`src/hdl/sct_pkg.sv`:
```
package sct_pkg;

  localparam int CMD_W    = 3;
  localparam int EVT_W    = 32;
  localparam int SLOT_W   = 5;
  localparam int STATUS_W = 3;
  localparam int INDEX_W  = 4;

  localparam logic [SLOT_W-1:0] RESET_SLOTS = 5'd16;

  typedef enum logic [CMD_W-1:0] {
    CMD_ALLOC   = 3'd0,
    CMD_FREE    = 3'd1,
    CMD_ADD     = 3'd2,
    CMD_RESET   = 3'd3,
    CMD_ENABLE  = 3'd4,
    CMD_DISABLE = 3'd5
  } cmd_t;

  typedef enum logic [STATUS_W-1:0] {
    STAT_OK        = 3'd0,
    STAT_REFUSED   = 3'd1,
    STAT_NO_ENTRY  = 3'd2,
    STAT_NOT_FOUND = 3'd3,
    STAT_OVERFLOW  = 3'd4
  } status_t;

  typedef enum logic [1:0] {
    ST_IDLE,
    ST_ALLOC,
    ST_FREE,
    ST_DONE
  } state_t;

endpackage

```
`src/hdl/sct_req_if.sv`:
```
interface sct_req_if;
  import sct_pkg::*;

  logic              valid;
  logic              ready;
  cmd_t              cmd;
  logic [EVT_W-1:0]  event_id;
  logic [SLOT_W-1:0] slot_count;

  modport source (output valid, cmd, event_id, slot_count, input ready);
  modport sink   (input valid, cmd, event_id, slot_count, output ready);
endinterface

```
`src/hdl/sct_rsp_if.sv`:
```
interface sct_rsp_if;
  import sct_pkg::*;

  logic               valid;
  logic               ready;
  status_t            status;
  logic [INDEX_W-1:0] slot_index;
  logic [SLOT_W-1:0]  credits_left;
  logic               node_enabled;

  modport source (output valid, status, slot_index, credits_left, node_enabled, input ready);
  modport sink   (input valid, status, slot_index, credits_left, node_enabled, output ready);
endinterface

```
`src/hdl/slot_credit_table.sv`:
```
// allocate and free scan the entries below max_credits one per cycle; the scan sets the latency
// one command at a time, next accepted once its result is registered
// rst (synchronous) and a configuration write restore credits, clear all entries, enable node
// reset clears all entries at once, no clearing pass
module slot_credit_table #(
  parameter int TABLE_SIZE = 16,
  parameter int ID_WIDTH   = 32
) (
  input  logic                        clk,
  input  logic                        rst,
  input  logic                        cfg_we,
  input  logic [sct_pkg::SLOT_W-1:0]  cfg_wdata,
  sct_req_if.sink                     req,
  sct_rsp_if.source                   rsp
);
  import sct_pkg::*;

  localparam int CW = $clog2(TABLE_SIZE + 1);
  localparam int IW = (TABLE_SIZE > 1) ? $clog2(TABLE_SIZE) : 1;
  localparam int SW = ((CW > SLOT_W) ? CW : SLOT_W) + 1;

  function automatic logic [CW-1:0] clamp_size(input logic [SLOT_W-1:0] v);
    logic [CW-1:0] r;
    if (v == '0) begin
      r = CW'(1);
    end else if (32'(v) > TABLE_SIZE) begin
      r = CW'(TABLE_SIZE);
    end else begin
      r = CW'(v);
    end
    return r;
  endfunction

  state_t state, state_next;

  logic [CW-1:0]         credits;
  logic [CW-1:0]         max_credits;
  logic [TABLE_SIZE-1:0] valid;
  logic                  enable_flag;
  logic [ID_WIDTH-1:0]   id_q;
  logic [CW-1:0]         idx;
  logic                  pend;
  logic [IW-1:0]         pend_idx;
  status_t               res_status;
  logic [IW-1:0]         res_index;

  logic                  out_valid;
  status_t               out_status;
  logic [INDEX_W-1:0]    out_index;
  logic [SLOT_W-1:0]     out_credits;
  logic                  out_enabled;

  logic                  mem_we;
  logic                  mem_re;
  logic [ID_WIDTH-1:0]   rd_data;

  logic [IW-1:0]         cur_idx;
  logic                  scan_end;
  logic                  free_hit;
  logic                  refused;
  logic                  out_load;
  logic [SW-1:0]         add_sum;
  logic [CW-1:0]         new_max;

  assign cur_idx  = idx[IW-1:0];
  assign scan_end = (idx == max_credits);
  assign free_hit = pend && valid[pend_idx] && (rd_data == id_q);
  assign refused  = !enable_flag || (credits == '0);
  assign add_sum  = SW'(credits) + SW'(req.slot_count);
  assign new_max  = (req.slot_count != '0) ? clamp_size(req.slot_count) : max_credits;

  sct_id_store #(
    .DEPTH (TABLE_SIZE),
    .WIDTH (ID_WIDTH),
    .AW    (IW)
  ) u_id_store (
    .clk   (clk),
    .we    (mem_we),
    .waddr (cur_idx),
    .wdata (id_q),
    .re    (mem_re),
    .raddr (cur_idx),
    .rdata (rd_data)
  );

  // next state
  always_comb begin
    state_next = state;
    case (state)
      ST_IDLE: begin
        if (req.valid) begin
          case (req.cmd)
            CMD_ALLOC: state_next = refused ? ST_DONE : ST_ALLOC;
            CMD_FREE:  state_next = ST_FREE;
            default:   state_next = ST_DONE;
          endcase
        end
      end
      ST_ALLOC: begin
        if (scan_end || !valid[cur_idx]) begin
          state_next = ST_DONE;
        end
      end
      ST_FREE: begin
        if (free_hit || (scan_end && !pend)) begin
          state_next = ST_DONE;
        end
      end
      ST_DONE: begin
        if (!out_valid || rsp.ready) begin
          state_next = ST_IDLE;
        end
      end
      default: state_next = ST_IDLE;
    endcase
  end

  // control outputs
  always_comb begin
    req.ready = 1'b0;
    mem_we    = 1'b0;
    mem_re    = 1'b0;
    out_load  = 1'b0;
    case (state)
      ST_IDLE:  req.ready = 1'b1;
      ST_ALLOC: mem_we    = !scan_end && !valid[cur_idx];
      ST_FREE:  mem_re    = !scan_end;
      ST_DONE:  out_load  = !out_valid || rsp.ready;
      default: begin
      end
    endcase
  end

  always_ff @(posedge clk) begin
    if (rst) begin
      state <= ST_IDLE;
    end else begin
      state <= state_next;
    end
  end

  always_ff @(posedge clk) begin
    if (rst) begin
      max_credits   <= clamp_size(RESET_SLOTS);
      credits       <= clamp_size(RESET_SLOTS);
      valid         <= '0;
      enable_flag   <= 1'b1;
      pend          <= 1'b0;
      idx           <= '0;
    end else begin
      case (state)
        ST_IDLE: begin
          if (req.valid) begin
            id_q      <= ID_WIDTH'(req.event_id);
            idx       <= '0;
            pend      <= 1'b0;
            res_index <= '0;
            case (req.cmd)
              CMD_ALLOC: res_status <= refused ? STAT_REFUSED : STAT_NO_ENTRY;
              CMD_FREE:  res_status <= STAT_NOT_FOUND;
              CMD_ADD: begin
                if (add_sum > SW'(max_credits)) begin
                  credits    <= max_credits;
                  res_status <= STAT_OVERFLOW;
                end else begin
                  credits    <= CW'(add_sum);
                  res_status <= STAT_OK;
                end
              end
              CMD_RESET: begin
                max_credits <= new_max;
                credits     <= new_max;
                valid       <= '0;
                enable_flag <= 1'b1;
                res_status  <= STAT_OK;
              end
              CMD_ENABLE: begin
                enable_flag <= 1'b1;
                res_status  <= STAT_OK;
              end
              CMD_DISABLE: begin
                enable_flag <= 1'b0;
                res_status  <= STAT_OK;
              end
              default: res_status <= STAT_OK;
            endcase
          end
        end
        ST_ALLOC: begin
          if (!scan_end) begin
            if (!valid[cur_idx]) begin
              valid[cur_idx] <= 1'b1;
              credits        <= credits - CW'(1);
              res_index      <= cur_idx;
              res_status     <= STAT_OK;
            end else begin
              idx <= idx + CW'(1);
            end
          end
        end
        ST_FREE: begin
          pend     <= !scan_end;
          pend_idx <= cur_idx;
          if (!scan_end) begin
            idx <= idx + CW'(1);
          end
          if (free_hit) begin
            valid[pend_idx] <= 1'b0;
            res_index       <= pend_idx;
            res_status      <= STAT_OK;
          end
        end
        default: begin
        end
      endcase
      if (cfg_we) begin
        max_credits   <= clamp_size(cfg_wdata);
        credits       <= clamp_size(cfg_wdata);
        valid         <= '0;
        enable_flag   <= 1'b1;
      end
    end
  end

  // result register
  always_ff @(posedge clk) begin
    if (rst) begin
      out_valid <= 1'b0;
    end else if (out_load) begin
      out_valid <= 1'b1;
    end else if (rsp.ready) begin
      out_valid <= 1'b0;
    end
  end

  always_ff @(posedge clk) begin
    if (out_load) begin
      out_status  <= res_status;
      out_index   <= INDEX_W'(res_index);
      out_credits <= SLOT_W'(credits);
      out_enabled <= enable_flag;
    end
  end

  assign rsp.valid        = out_valid;
  assign rsp.status       = out_status;
  assign rsp.slot_index   = out_index;
  assign rsp.credits_left = out_credits;
  assign rsp.node_enabled = out_enabled;

endmodule

```
`src/hdl/sct_id_store.sv`:
```
module sct_id_store #(
  parameter int DEPTH = 16,
  parameter int WIDTH = 32,
  parameter int AW    = (DEPTH > 1) ? $clog2(DEPTH) : 1
) (
  input  logic             clk,
  input  logic             we,
  input  logic [AW-1:0]    waddr,
  input  logic [WIDTH-1:0] wdata,
  input  logic             re,
  input  logic [AW-1:0]    raddr,
  output logic [WIDTH-1:0] rdata
);

  logic [WIDTH-1:0] mem [DEPTH];

  always_ff @(posedge clk) begin
    if (we) begin
      mem[waddr] <= wdata;
    end
  end

  always_ff @(posedge clk) begin
    if (re) begin
      rdata <= mem[raddr];
    end
  end

endmodule

```
`src/flat_wrapper.sv`:
```
// flat-port wrapper written by rule: the top's interface ports become plain ports
module slot_credit_table_flat import sct_pkg::*;
#(
  parameter int TABLE_SIZE = 16,
  parameter int ID_WIDTH   = 32
)
  (clk, rst, cfg_we, cfg_wdata, req_valid, req_cmd, req_event_id, req_slot_count, req_ready, rsp_valid, rsp_status, rsp_slot_index, rsp_credits_left, rsp_node_enabled, rsp_ready);
  sct_req_if req_i ();
  sct_rsp_if rsp_i ();
  input  logic clk;
  input  logic rst;
  input  logic cfg_we;
  input  logic [sct_pkg::SLOT_W-1:0] cfg_wdata;
  input wire logic [$bits(req_i.valid)-1:0] req_valid;
  input wire logic [$bits(req_i.cmd)-1:0] req_cmd;
  input wire logic [$bits(req_i.event_id)-1:0] req_event_id;
  input wire logic [$bits(req_i.slot_count)-1:0] req_slot_count;
  output wire logic [$bits(req_i.ready)-1:0] req_ready;
  output wire logic [$bits(rsp_i.valid)-1:0] rsp_valid;
  output wire logic [$bits(rsp_i.status)-1:0] rsp_status;
  output wire logic [$bits(rsp_i.slot_index)-1:0] rsp_slot_index;
  output wire logic [$bits(rsp_i.credits_left)-1:0] rsp_credits_left;
  output wire logic [$bits(rsp_i.node_enabled)-1:0] rsp_node_enabled;
  input wire logic [$bits(rsp_i.ready)-1:0] rsp_ready;
  assign req_i.valid = req_valid;
  assign req_i.cmd = req_cmd;
  assign req_i.event_id = req_event_id;
  assign req_i.slot_count = req_slot_count;
  assign req_ready = req_i.ready;
  assign rsp_valid = rsp_i.valid;
  assign rsp_status = rsp_i.status;
  assign rsp_slot_index = rsp_i.slot_index;
  assign rsp_credits_left = rsp_i.credits_left;
  assign rsp_node_enabled = rsp_i.node_enabled;
  assign rsp_i.ready = rsp_ready;
  slot_credit_table #(.TABLE_SIZE(TABLE_SIZE), .ID_WIDTH(ID_WIDTH)) u_core (.clk(clk), .rst(rst), .cfg_we(cfg_we), .cfg_wdata(cfg_wdata), .req(req_i), .rsp(rsp_i));
endmodule
```
`config.mk`:
```
export PLATFORM = sky130hd
export DESIGN_NAME = slot_credit_table_flat
export DESIGN_NICKNAME = d
export VERILOG_FILES = /design/src/hdl/sct_pkg.sv /design/src/hdl/sct_req_if.sv /design/src/hdl/sct_rsp_if.sv /design/src/hdl/slot_credit_table.sv /design/src/hdl/sct_id_store.sv /design/src/flat_wrapper.sv
export SDC_FILE = /design/constraint.sdc
export NUM_CORES = 1
export LEC_CHECK = 0
export ABC_CLOCK_PERIOD_IN_PS = 8500
export BUFFER_PORTS_ARGS = -buffer_cell sky130_fd_sc_hd__buf_4
export CORE_AREA = 2 2 309 281
export DETAILED_ROUTE_END_ITERATION = 8
export DIE_AREA = 0 0 311 283
export PLACE_DENSITY_LB_ADDON = 0.05
export SYNTH_ARGS = -nofsm -noshare
export SYNTH_HDL_FRONTEND = slang
export SYNTH_SLANG_ARGS = --single-unit
```
`constraint.sdc`:
```
create_clock -name clk -period 8.5 [get_ports clk]
set_input_delay 1.7 -clock clk [delete_from_list [all_inputs] [get_ports clk]]
set_output_delay 1.7 -clock clk [all_outputs]
set_load 0.02 [all_outputs]
```
==> flow_metrics.py, run 1 <==
metrics = {
    "grt": {
        "antenna_found_initial": 2,
        "grt_max_degree": 134,
        "grt_overflow": 0,
        "grt.total_usage_pct": 15.49,
        "grt_pass1_wl_mm": 97.93,
        "first_global_vias": 13205,
    },
    "floorplan": {
        "coreArea_mm2": 0.08500,
        "die_area_mm2": 0.08801,
        "rows": 102,
        "dieWidth_um": 311,
        "start_util_pct": 29.73,
        "ios": 65,
        "die_h_um": 283,
    },
    "clocking": {
        "cts_hold_buf": 0,
        "htree_num_levels": 3,
        "cts_buffers": 74,
        "cts_root_buf": "clkbuf_16",
        "clock-sinks": 636,
        "clock_latency_ps": 620,
        "cts_tree": "yes",
        "cts_buffer_depth": 3,
        "ctsResizeCount": 0,
        "postCtsSetupRepairBufs": 0,
        "path_clk_slew_ps": 60,
    },
    "setup_path": {
        "cpMaxStageDelayCell": "a2111oi_4",
        "rr_worst_depth": 8,
        "critical_path.cell_chain": "buf_4, ha_1, fa_1, a21o_1, a21oi_1, xnor2_1, ha_1, mux2i_1, a21oi_1, a2111oi_4, mux2_2, o21ai_0, a311oi_1",
        "crit_type": "in -> reg",
        "required_ps": 8980,
        "timing.reg2reg.setup_slack_ps": 4590,
        "start_kind": "input port",
        "crit_arrival_ps": 4730,
        "crit-reg2reg-launch": "u_core.id_q[22]$_DFFE_PP_",
        "endpoint_kind": "register",
        "critPathMaxFanout": 6,
        "slowest_delay_ps": 550,
        "reg2reg_to": "u_core.valid[0]$_SDFFE_PP0P_",
    },
    "hold_path": {
        "min_path_type": "reg -> reg",
        "whs_path_depth": 0,
        "hp-start": "u_core.res_index[1]$_DFFE_PP_",
        "holdPathEnd": "u_core.rsp.slot_index[1]$_DFFE_PP_",
    },
    "finish": {
        "multi_input_area_mm2": 0.006334,
        "nets": 1424,
        "seq_area_mm2": 0.01875,
        "drive_above_1_share_pct": 28.38,
        "syn_to_final_growth_pct": 17.23,
        "fill_cells": 8001,
    },
    "sta": {
        "grt_setup_unrepaired": "false",
        "slew_headroom_pct": 35.20,
        "period_share_pct": 49.97,
        "final.setup_skew_ps": 24.18,
        "fmax_mhz": 235.4,
        "holdWs_ps": 421.7,
        "hold_viol_final": 0,
        "maxSlewViolCount": 0,
        "setup_violations": 0,
        "worst_slew_pin_slew_ps": 972.0,
        "finalSetupTns_ps": 0,
        "min_period_ps": 4248,
    },
    "synthesis": {
        "synth_top_flop_cell": "edfxtp_1",
        "synth_seq_area_share_pct": 74.15,
        "synth_edf_count": 600,
        "yosys.cell_types.count": 62,
        "synthTopCellsByArea": "edfxtp_1, mux4_2, dfxtp_1, xnor2_1, nor2_1",
        "synth_top_area_share_pct": 71.29,
        "ys_warn_count": 0,
        "synth_nets": 1320,
        "synth_most_common_cell": "edfxtp_1",
        "syn-cell-area_mm2": 0.02527,
        "synthCells": 1249,
        "ys_ff_latch": 636,
        "synth_commonest_cells": "edfxtp_1, mux4_2, nor2_1",
        "async_flop_share_pct": 0,
        "syn_avg_cell_area_um2": 20.23,
        "yosysTopAreaCell": "edfxtp_1",
    },
    "detailed_routing": {
        "ant_nets": 0,
        "drc": 0,
        "routed_wl_mm": 67.22,
        "vias": 12374,
        "drtIter0Drc": 970,
        "wire_per_inst_um": 26.28,
        "first_pass_iters": 5,
        "detail_route.vias_per_cell": 4.837,
    },
    "place": {
        "dp_hpwl_mm": 35.03,
        "place_congestion": 0.7732,
        "portBuffers": 64,
    },
    "outcome": {
        "status": "completed",
    },
    "power_and_ir_drop": {
        "power.share.combinational_pct": 18.0,
        "swShare_pct": 26.84,
        "finalPower_mw": 8.478,
        "p_int_mw": 6.203,
        "power_frac_clock_pct": 36.5,
        "powerDensity_mw_per_mm2": 286.2,
        "irDropWorstVdd_mv": 0.1629,
        "leakagePower_nw": 9.082,
        "sequentialPowerShare_pct": 45.5,
        "power.switching_mw": 2.276,
    },
    "run": {
        "max_cap_viol_count": 0,
    },
}
## cell families (layout without fill, tap and decap cells)
group	after synthesis	count (layout)	share of synthesized area (%)
flops	636	636	74.15
simple gates	168	168	3.233
compound gates	122	122	3.189
mux	180	180	15.56
buf+inv	79	243	1.312
xor+xnor	43	43	1.490
fa+ha+maj	21	21	1.069
other cells	0	1	0
## cell type report
class	count	share of cell area, %
Antenna cell	1	0.008447
Clock inverter	41	1.199
Multi-Input combinational cell	534	21.38
Inverter	16	0.2027
Clock buffer	95	6.732
Sequential cell	636	63.30
Timing Repair Buffer	91	2.348
Tap cell	1144	4.831
## stage by stage
stage | util (%) | setup WS, ps | instance area, um2 | std cells
floorplan | - | 4090 | 25270 | 1249
global placement | 32.09 | 3659 | 27270 | 2421
detailed placement | 32.09 | 3630 | 27270 | 2421
CTS | 34.85 | 4275 | 29620 | 2557
global route | 34.85 | 4078 | 29620 | 2557
finish | 34.86 | 4252 | 29630 | 2558
## critical path: cells and delay by family
family	cells	cell delay (ps)
AO/OA/AOI/OAI	6	1270
adder cells (fa/ha/maj)	3	920
multiplexers	2	580
buffers and inverters	1	130
XOR/XNOR	1	110
## flip-flops by register name (all words and copies together) (netlist names)
name                     cells
u_core.pend                  1
u_core.state                 2
u_core.rsp.status            3
u_core.res_status            3
u_core.u_id_store.mem      512
u_core.u_id_store.rdata     32
u_core.valid                16
u_core.credits               5
u_core.res_index             4
u_core.pend_idx              4
u_core.rsp.credits_left      5
u_core.rsp.valid             1
u_core.id_q                 32
u_core.rsp.slot_index        4
u_core.idx                   5
u_core.rsp.node_enabled      1
u_core.enable_flag           1
u_core.max_credits           5
## power groups by stage
| stage | clock network [mW] | logic, mW | registers (mW) |
|---|---|---|---|
| CTS | 3.20 | 1.58 | 3.87 |
| detailed placement | 0 | 1.57 | 3.93 |
| global route | 3.32 | 1.67 | 3.89 |
| floorplan | 0 | 1.14 | 3.85 |
| global placement | 0 | 1.58 | 3.93 |
| finish | 3.09 | 1.53 | 3.86 |
## worst max path at each step
stage,start,cells after the start,slack [ps],endpoint
floorplan,req_slot_count[0],12,4090,u_core.credits[0]$_SDFFE_PP0P_
global placement,req_slot_count[0],13,3660,u_core.credits[0]$_SDFFE_PP0P_
detailed placement,req_slot_count[0],13,3630,u_core.credits[0]$_SDFFE_PP0P_
CTS,req_slot_count[0],13,4280,u_core.credits[0]$_SDFFE_PP0P_
global route,req_slot_count[0],13,4080,u_core.credits[0]$_SDFFE_PP0P_
finish,req_slot_count[0],13,4250,u_core.credits[0]$_SDFFE_PP0P_
## routing by layer
layer / vias to the layer above / part of all wire (%) / track usage [%]
met3: 94 / 3.9 / 2.459
met4: 0 / 2.2 / 4.336
met5: - / 0 / 0
met1: 6657 / 47 / 22.23
met2: 252 / 47 / 24.40
li1: 5371 / - / -
## layout by cell type, fill, tap and decap left out, types with 17 or more instances in the layout
master,synthesis,final
a21oi_1,32,32
buf_4,2,90
clkbuf_1,36,18
clkbuf_16,0,77
clkinv_1,1,19
dfxtp_1,36,32
edfxtp_1,600,600
ha_1,20,20
mux4_2,168,168
nand2_1,31,31
nor2_1,67,53
o211ai_1,17,17
xnor2_1,35,35
Note: power is estimated with default switching activity, not from simulation.
==> run 2: changes to the inputs <==
--- a/config.mk
+++ b/config.mk
@@ -5,11 +5,12 @@
 export SDC_FILE = /design/constraint.sdc
 export NUM_CORES = 1
 export LEC_CHECK = 0
-export ABC_CLOCK_PERIOD_IN_PS = 8500
+export ABC_AREA = 1
+export ABC_CLOCK_PERIOD_IN_PS = 3800
 export BUFFER_PORTS_ARGS = -buffer_cell sky130_fd_sc_hd__buf_4
-export CORE_AREA = 2 2 309 281
+export CORE_AREA = 2 2 315 286
 export DETAILED_ROUTE_END_ITERATION = 8
-export DIE_AREA = 0 0 311 283
+export DIE_AREA = 0 0 317 288
 export PLACE_DENSITY_LB_ADDON = 0.05
 export SYNTH_ARGS = -nofsm -noshare
 export SYNTH_HDL_FRONTEND = slang
==> constraint.sdc (replaced) <==
create_clock -name clk -period 3.8 [get_ports clk]
set_input_delay 0.76 -clock clk [delete_from_list [all_inputs] [get_ports clk]]
set_output_delay 0.76 -clock clk [all_outputs]
set_load 0.02 [all_outputs]
==> run 2 against run 1 <==
Against the previous run: wire length rose by 17%; sequential share of layout area fell by 2.6 points; highest routed layer unchanged; critical path type is now reg -> reg; first-iteration DRC count rose by 24%; utilization rose by 0.093 points; global-route usage rose by 1.9 points; largest cell class unchanged; area after synthesis rose by 3.6%.
==> flow_metrics.py, run 2 <==
metrics = {
    "grt": {
        "grt_pass1_wl_mm": 116.5,
        "grt.total_usage_pct": 17.38,
        "grt_max_degree": 158,
        "antenna_found_initial": 1,
        "grt_overflow": 0,
        "first_global_vias": 17033,
    },
    "detailed_routing": {
        "first_pass_iters": 5,
        "drc": 0,
        "routed_wl_mm": 78.52,
        "detail_route.vias_per_cell": 4.852,
        "ant_nets": 0,
        "drtIter0Drc": 1198,
        "wire_per_inst_um": 22.22,
        "vias": 17147,
    },
    "synthesis": {
        "yosysTopAreaCell": "edfxtp_1",
        "synth_top_area_share_pct": 68.83,
        "syn_avg_cell_area_um2": 11.78,
        "synth_seq_area_share_pct": 71.58,
        "syn-cell-area_mm2": 0.02618,
        "synth_edf_count": 600,
        "synthCells": 2222,
        "async_flop_share_pct": 0,
        "ys_ff_latch": 636,
        "synth_nets": 2293,
        "synth_commonest_cells": "edfxtp_1, nor2_1, nand2_1",
        "yosys.cell_types.count": 35,
        "ys_warn_count": 0,
        "synth_top_flop_cell": "edfxtp_1",
        "synthTopCellsByArea": "edfxtp_1, o21ai_0, nor2_1, nand2_1, o22ai_1",
        "synth_most_common_cell": "edfxtp_1",
    },
    "hold_path": {
        "holdPathEnd": "u_core.id_q[22]$_DFFE_PP_",
        "whs_path_depth": 1,
        "hp-start": "req_event_id[22]",
        "min_path_type": "in -> reg",
    },
    "sta": {
        "maxSlewViolCount": 0,
        "setup_violations": 0,
        "min_period_ps": 2925,
        "period_share_pct": 76.97,
        "fmax_mhz": 341.9,
        "slew_headroom_pct": 30.22,
        "hold_viol_final": 0,
        "fin_ws_ps": 875.0,
        "worst_slew_pin_slew_ps": 1047,
        "final.setup_skew_ps": 32.08,
        "grt_setup_unrepaired": "false",
    },
    "finish": {
        "largest_reg_flops": 512,
        "final_cell_mix": "edfxtp_1, nor2_1, nand2_1",
        "syn_to_final_growth_pct": 17.96,
        "n_antenna_cell": 0,
        "fin_cells": 3534,
        "final_common_cell": "edfxtp_1",
        "fill_cells": 8697,
        "nets": 2379,
        "reg_top3": "u_core.u_id_store.mem x512, u_core.id_q x32, u_core.u_id_store.rdata x32",
        "max_flop_register": "u_core.u_id_store.mem",
        "drive_above_1_share_pct": 11.32,
    },
    "setup_path": {
        "start_kind": "register",
        "endpoint_kind": "register",
        "required_ps": 4120,
        "reg2reg_to": "u_core.res_status[1]$_SDFFCE_PN0P_",
        "rr_worst_depth": 13,
        "crit_type": "reg -> reg",
        "crit-reg2reg-launch": "u_core.id_q[0]$_DFFE_PP_",
        "timing.reg2reg.setup_slack_ps": 880,
        "crit_arrival_ps": 3250,
        "critPathMaxFanout": 18,
    },
    "floorplan": {
        "die_area_mm2": 0.09130,
        "ios": 65,
        "dieWidth_um": 317,
        "rows": 104,
        "coreArea_mm2": 0.08835,
        "die_h_um": 288,
        "start_util_pct": 29.63,
    },
    "clocking": {
        "ctsResizeCount": 0,
        "cts_buffer_depth": 3,
        "clock-sinks": 636,
        "cts_root_buf": "clkbuf_16",
        "postCtsSetupRepairBufs": 0,
        "clock_latency_ps": 640,
        "htree_num_levels": 3,
        "cts_tree": "yes",
        "cts_hold_buf": 0,
        "cts_buffers": 76,
        "path_clk_slew_ps": 60,
    },
    "place": {
        "dp.cells": 3396,
        "place_ws_ps": 560.9,
        "dp_hpwl_mm": 41.60,
        "portBuffers": 64,
        "place_congestion": 0.8362,
    },
    "power_and_ir_drop": {
        "leakagePower_nw": 10.49,
        "powerDensity_mw_per_mm2": 653.8,
        "irDropWorstVdd_mv": 0.3417,
    },
    "run": {
        "max_cap_viol_count": 0,
    },
    "outcome": {
        "status": "completed",
    },
}
[run 2: report_power, final]
group	internal (mW)	total (mW)	switching, mW
combinational	1.28	4.13	2.85
clock	4.24	7.18	2.94
sequential	8.44	8.88	0.441
total	14.0	20.2	6.23
[run 2: per-stage QoR]
step	power [mW]	utilization, %	TNS (ps)	cell area (um2)	hold slack, ps
6_report	20.19	34.95	0	30880	291.6
5_1_grt	21.28	34.95	0	30880	255.9
4_1_cts	20.50	34.95	0	30880	248.8
3_5_place_dp	13.24	32.22	0	28460	408.9
3_3_place_gp	13.23	32.22	0	28460	410.3
2_1_floorplan	11.68	-	-116780	26190	400.3
[run 2: layout make-up]
| cell class | instances | area (um2) | area share [%] |
|---|---|---|---|
| Clock buffer | 103 | 2034 | 6.589 |
| Clock inverter | 35 | 379.1 | 1.228 |
| Inverter | 103 | 396.6 | 1.284 |
| Multi-Input combinational cell | 1361 | 6675 | 21.62 |
| Timing Repair Buffer | 130 | 1189 | 3.849 |
| Sequential cell | 636 | 18750 | 60.71 |
| Tap cell | 1166 | 1459 | 4.725 |
[run 2: per-layer routing]
| metal | up-vias | track usage, % | part of all wire [%] |
|---|---|---|---|
| met5 | - | 0 | 0 |
| met1 | 8545 | 24.24 | 48 |
| li1 | 8166 | - | - |
| met4 | 0 | 5.236 | 2.6 |
| met3 | 110 | 2.456 | 3.6 |
| met2 | 326 | 28.04 | 46 |
[run 2: kinds of logic after synthesis]
kind of cell    share of synthesized area [%]
simple gates                            12.23
flops                                   71.58
compound gates                          10.74
fa+ha+maj                               1.032
xor+xnor                                1.004
buf+inv                                 3.422
[run 2: worst max path at each step]
| stage | from | to | cells past startpoint | slack, ps |
|---|---|---|---|---|
| after global placement | req_slot_count[0] | u_core.credits[4]$_SDFFE_PP1P_ | 18 | 530 |
| final | u_core.id_q[0]$_DFFE_PP_ | u_core.res_status[1]$_SDFFCE_PN0P_ | 13 | 880 |
| after CTS | u_core.id_q[0]$_DFFE_PP_ | u_core.res_status[1]$_SDFFCE_PN0P_ | 13 | 780 |
| after floorplan | u_core.idx[1]$_SDFFE_PP0P_ | u_core.u_id_store.mem[4][0]$_DFFE_PP_ | 7 | -320 |
| after detailed placement | req_slot_count[0] | u_core.credits[4]$_SDFFE_PP1P_ | 18 | 560 |
| after global routing | u_core.id_q[0]$_DFFE_PP_ | u_core.valid[13]$_SDFFE_PP0P_ | 14 | 470 |
[run 2: worst max-delay path, cell delays in order, from the launching register on]
cell and delay (ps):
edfxtp_1 690, inv_1 80, nand2_1 70, nand2_1 50, nor3_1 280, nand2_1 180
nor2_1 240, nand2_1 110, nor2_1 290, nand2_1 130, nand2_1 150, nand2_1 60
nor2_1 90, buf_4 180
